<file path="src/hdl/voxel_piece_movability_top_assert.svh">
`ifndef VOXEL_PIECE_MOVABILITY_TOP_ASSERT_SVH
`define VOXEL_PIECE_MOVABILITY_TOP_ASSERT_SVH

// cause implies effect in the same cycle
`define VPM_ASSERT_NOW(label, cause, effect) \
  label: assert property (@(posedge clk) disable iff (rst) (cause) |-> (effect)) \
    else $error("vpm check failed");

// cause implies effect in the next cycle
`define VPM_ASSERT_NEXT(label, cause, effect) \
  label: assert property (@(posedge clk) disable iff (rst) (cause) |=> (effect)) \
    else $error("vpm check failed");

`endif

</file>
<file path="src/hdl/vpm_pkg.sv">
package vpm_pkg;

  localparam int DIM_BITS   = 4;
  localparam int MAX_DIM    = 1 << DIM_BITS;
  localparam int EXT_W      = DIM_BITS + 1;
  localparam int SIZE_W     = 5;
  localparam int PIECE_BITS = 8;
  localparam int ADDR_W     = 3 * DIM_BITS;
  localparam int CELLS      = 1 << ADDR_W;
  localparam int CMP_W      = (SIZE_W > EXT_W) ? SIZE_W : EXT_W;

  localparam logic [1:0] CMD_WRITE = 2'd0;
  localparam logic [1:0] CMD_MOVE  = 2'd1;
  localparam logic [1:0] CMD_NBR   = 2'd2;

  localparam logic [1:0] REG_SIZE_X = 2'd0;
  localparam logic [1:0] REG_SIZE_Y = 2'd1;
  localparam logic [1:0] REG_SIZE_Z = 2'd2;

  localparam logic [1:0] PASS_X = 2'd0;
  localparam logic [1:0] PASS_Y = 2'd1;
  localparam logic [1:0] PASS_Z = 2'd2;

  localparam logic [2:0] DIR_PX = 3'd0;
  localparam logic [2:0] DIR_NX = 3'd1;
  localparam logic [2:0] DIR_PY = 3'd2;
  localparam logic [2:0] DIR_NY = 3'd3;
  localparam logic [2:0] DIR_PZ = 3'd4;
  localparam logic [2:0] DIR_NZ = 3'd5;

  typedef struct packed {
    logic clear_step;
    logic do_write;
    logic latch;
    logic start_scan;
    logic start_nbr;
    logic load_out;
  } vpm_cmd_t;

  typedef struct packed {
    logic clear_done;
    logic scan_done;
    logic nbr_done;
    logic empty_grid;
    logic out_free;
  } vpm_sts_t;

endpackage

</file>
<file path="src/hdl/vpm_ctrl.sv">
module vpm_ctrl import vpm_pkg::*; (
  input  logic       clk,
  input  logic       rst,
  input  logic       req_valid,
  input  logic [1:0] command,
  output logic       req_stall,
  input  vpm_sts_t   sts,
  output vpm_cmd_t   cmd
);

  typedef enum logic [4:0] {
    ST_CLEAR = 5'b00001,
    ST_IDLE  = 5'b00010,
    ST_SCAN  = 5'b00100,
    ST_NBR   = 5'b01000,
    ST_DONE  = 5'b10000
  } state_t;

  state_t state, state_next;
  logic   accept;

  assign req_stall = (state != ST_IDLE);
  assign accept    = req_valid && (state == ST_IDLE);

  always_comb begin
    state_next = state;
    cmd        = '0;
    case (state)
      ST_CLEAR: begin
        cmd.clear_step = 1'b1;
        if (sts.clear_done) begin
          state_next = ST_IDLE;
        end
      end
      ST_IDLE: begin
        if (accept) begin
          cmd.latch = 1'b1;
          case (command)
            CMD_WRITE: cmd.do_write = 1'b1;
            CMD_MOVE: begin
              cmd.start_scan = 1'b1;
              state_next = sts.empty_grid ? ST_DONE : ST_SCAN;
            end
            CMD_NBR: begin
              cmd.start_nbr = 1'b1;
              state_next = ST_NBR;
            end
            default: state_next = ST_IDLE;
          endcase
        end
      end
      ST_SCAN: begin
        if (sts.scan_done) begin
          state_next = ST_DONE;
        end
      end
      ST_NBR: begin
        if (sts.nbr_done) begin
          state_next = ST_DONE;
        end
      end
      ST_DONE: begin
        if (sts.out_free) begin
          cmd.load_out = 1'b1;
          state_next = ST_IDLE;
        end
      end
      default: state_next = ST_CLEAR;
    endcase
  end

  always_ff @(posedge clk) begin
    if (rst) begin
      state <= ST_CLEAR;
    end else begin
      state <= state_next;
    end
  end

  `include "voxel_piece_movability_top_assert.svh"

  `VPM_ASSERT_NOW(a_accept_idle, accept, !sts.clear_done || state == ST_IDLE)
  `VPM_ASSERT_NEXT(a_scan_to_done, state == ST_SCAN && sts.scan_done, state == ST_DONE)
  `VPM_ASSERT_NEXT(a_nbr_to_done, state == ST_NBR && sts.nbr_done, state == ST_DONE)
  `VPM_ASSERT_NEXT(a_no_reclear, accept, state != ST_CLEAR)

endmodule

</file>
<file path="config.mk">
export PLATFORM = sky130hd
export DESIGN_NAME = vpm_ctrl
export DESIGN_NICKNAME = d
export VERILOG_FILES = /design/src/hdl/vpm_pkg.sv /design/src/hdl/vpm_ctrl.sv
export VERILOG_INCLUDE_DIRS = /design/src /design/src/hdl
export SDC_FILE = /design/constraint.sdc
export NUM_CORES = 1
export LEC_CHECK = 0
export BUFFER_PORTS_ARGS = -buffer_cell sky130_fd_sc_hd__buf_2
export CAP_MARGIN = 20
export CORE_AREA = 2 2 39 41
export CTS_BUF_LIST = sky130_fd_sc_hd__clkbuf_4
export DETAILED_ROUTE_END_ITERATION = 8
export DIE_AREA = 0 0 41 43
export GPL_TIMING_DRIVEN = 0
export HOLD_SLACK_MARGIN = 0.02
export PLACE_DENSITY = 0.68
export SETUP_SLACK_MARGIN = 0.15
export SYNTH_ARGS = -nofsm -noshare
export SYNTH_HDL_FRONTEND = slang
export SYNTH_SLANG_ARGS = --single-unit
</file>
<file path="constraint.sdc">
create_clock -name clk -period 2 [get_ports clk]
set_input_delay 0.4 -clock clk [delete_from_list [all_inputs] [get_ports clk]]
set_output_delay 0.4 -clock clk [all_outputs]
set_load 0.02 [all_outputs]
</file>
==> results.ini <==
[timing]
fmax_mhz = 545
period_share_pct = 91.8
finalClockSkew_ps = 1.18
max_slew.worst_pin.slew_ps = 315
period_minus_slack_ps = 1840
rsz0062_at_grt = true
max_slew_margin_pct = 78.9
finalSetupViolations = 0
tns_ps = 0
report.final.slew_viol_count = 0
final_hold_viol_count = 0

[setup_path]
required_ps = 1600
r2r_slack_ps = 290
crit_path_end_kind = output port
worstPathArrival_ps = 1440
rr_startpoint = state[3]
path_class = flop to output port
reg2reg_depth = 6
rr_endpoint = state[2]
start_kind = flop
cp_max_fo = 6

[layout]
syn2layout_area_growth_pct = 43.4
layout.nets = 93
regArea_sq_um = 106
fillers = 134
largest-register = state
diodes = 0
multiInputGateArea_sq_um = 342
largest_register_ffs = 5
largestRegisters = state: 5 flops
layout-drive-gt1-share_pct = 41.8
fin_cells = 95

[logic_synthesis]
ys_ff_latch = 5
synthCells = 54
synth-edff-count = 0
synthesis.area_sq_um = 447
syn_area_per_cell_sq_um = 8.27
ys.flop_type = dfxtp_1
synthTopCellsByArea = dfxtp_1 22%, ha_1 8.4%, nand2b_1 7.0%, and3_1 5.6%, o21ai_0 5.6%
synth_nets = 67
yosys-top-cells-count = 5 x dfxtp_1, 5 x nand2b_1, 5 x o21ai_0
synthArstFlopShare_pct = 0
yosys.area.top_type_share_pct = 22.4
yosys_warnings = 0
yosysUniqueCellTypes = 27
yosysTopAreaCell = dfxtp_1
seq_area_frac_synth_pct = 22.4

[pwr]
ir_worst_vdd_mv = 0.285
p_leak_nw = 0.305
power_density_nw_per_um2 = 670

[floorplan]
top_level_ports = 17
die_h_um = 43
initial_core_util_pct = 32.3
coreArea_sq_um = 1380
dieArea_sq_um = 1760
die_x_um = 41
rows = 14

[global_route]
grt_max_degree = 9
antenna_found_initial = 0
grt_pass1_vias = 413
overflow = 0
grt_pass1_wl_um = 1600
grt_usage_pct = 13.5

[worst_hold_path]
min_from = rst
whs_path_depth = 2
hold_path_end = state[4]
hold_class = input pin to flop

[job]
cap_violations = 0

[clock_network]
cts-root-buf = clkbuf_4
cts_made_buffers = 3
cts_tree = yes
insertion_delay_ps = 250
h-tree-depth = 1
clock_path_buffers = 2
clock_sinks = 5
clk_pin_slew_ps = 40

[placement]
hpwl_um = 790
gp_congestion = 0.784
place_inst = 86
io_buffers = 16

[drt]
first_pass_iters = 4
detail-route-antenna-nets = 0
post_drt_wl_per_cell_um = 11.0
wl_um = 1050
via_per_inst = 5.08
route.detailed.drc = 0
drt_iter0_drc = 6
vias = 483

[outcome]
status = finished, final reports clean

-- layer usage --
metal | vias up | GRT usage (%) | share of wire [%]
li1 | 254 | - | -
met1 | 214 | 17.6 | 43
met2 | 11 | 19.4 | 51
met3 | 4 | 1.57 | 3.7
met4 | 0 | 10.0 | 2.5
met5 | - | 0 | 0
-- area by class of cell --
cell class                      count  share of cell area, %
Clock buffer                        4                   4.69
Inverter                            3                   1.76
Sequential cell                     5                   16.6
Timing Repair Buffer               21                   20.5
Tap cell                           16                   3.13
Multi-Input combinational cell     46                   53.3
-- repair_timing --
action,4_1_cts,5_1_grt
pin swaps,2,1
endpoints found under the setup margin,5,7
resized for setup,3,8
endpoints found under the hold margin,0,0
buffers inserted,3,2
hold buffers,0,0
-- power by group --
| group | internal [mW] | switching [mW] | leakage [nW] |
|---|---|---|---|
| registers | 0.111 | 0.0173 | 0.0427 |
| clock network | 0.0892 | 0.0449 | 0.0184 |
| logic | 0.0787 | 0.0888 | 0.244 |
-- worst max-delay path, cell delays in order (launching register included) --
cell and delay, ps:
dfxtp_4 350, or3_4 420, nor2_8 120, buf_4 130
inv_2 30, buf_2 140
-- worst max path at each step --
| stage | start | end | slack (ps) |
|---|---|---|---|
| 2_1_floorplan | state[2] | state[2] | 360 |
| 3_3_place_gp | state[2] | cmd[4] | 310 |
| 3_5_place_dp | state[2] | cmd[1] | 280 |
| 4_1_cts | state[4] | cmd[2] | 150 |
| 5_1_grt | state[3] | req_stall | 130 |
| 6_report | state[3] | req_stall | 160 |
-- cell usage in the layout, fill, tap and decap left out --
cell and instances:
nor2_8 1, or3_4 1, inv_1 2, dfxtp_1 2, nor3b_1 2, nor4_1 1, buf_4 8, o21ai_0 5
o211ai_1 2, a21oi_1 1, clkbuf_4 4, buf_6 1, a2111oi_1 1, nor3_1 1, nor3_2 1, nand3b_1 1
inv_2 1, a32o_1 1, nor2_1 4, or4b_1 1, nand2_1 3, and3_1 3, a211o_1 1, a31oi_1 1
nand2b_1 5, ha_1 3, buf_2 12, and3_4 1, and2_1 1, xor2_1 2, mux2i_1 2, o21a_1 1
dfxtp_2 2, dfxtp_4 1
-- cell families (layout without fill, tap and decap cells) --
family	count (synthesis)	after routing	share of synthesized area, %
simple gates	26	26	38.9
compound gates	13	13	19.3
flops	5	5	22.4
fa+ha+maj	3	3	8.40
buf+inv	3	28	2.52
xor+xnor	2	2	3.92
mux	2	2	4.48
-- stage by stage --
stage	power [mW]	hold slack (ps)	utilization (%)	setup slack, ps	cell area [sq um]
6_report	0.429	394	46.3	164	641
5_1_grt	0.451	431	46.3	129	641
2_1_floorplan	0.235	472	-	363	447
3_3_place_gp	0.275	561	39.5	307	547
3_5_place_dp	0.278	573	39.5	276	547
4_1_cts	0.421	395	43.7	153	604
Power figures use the tool's default switching activity.
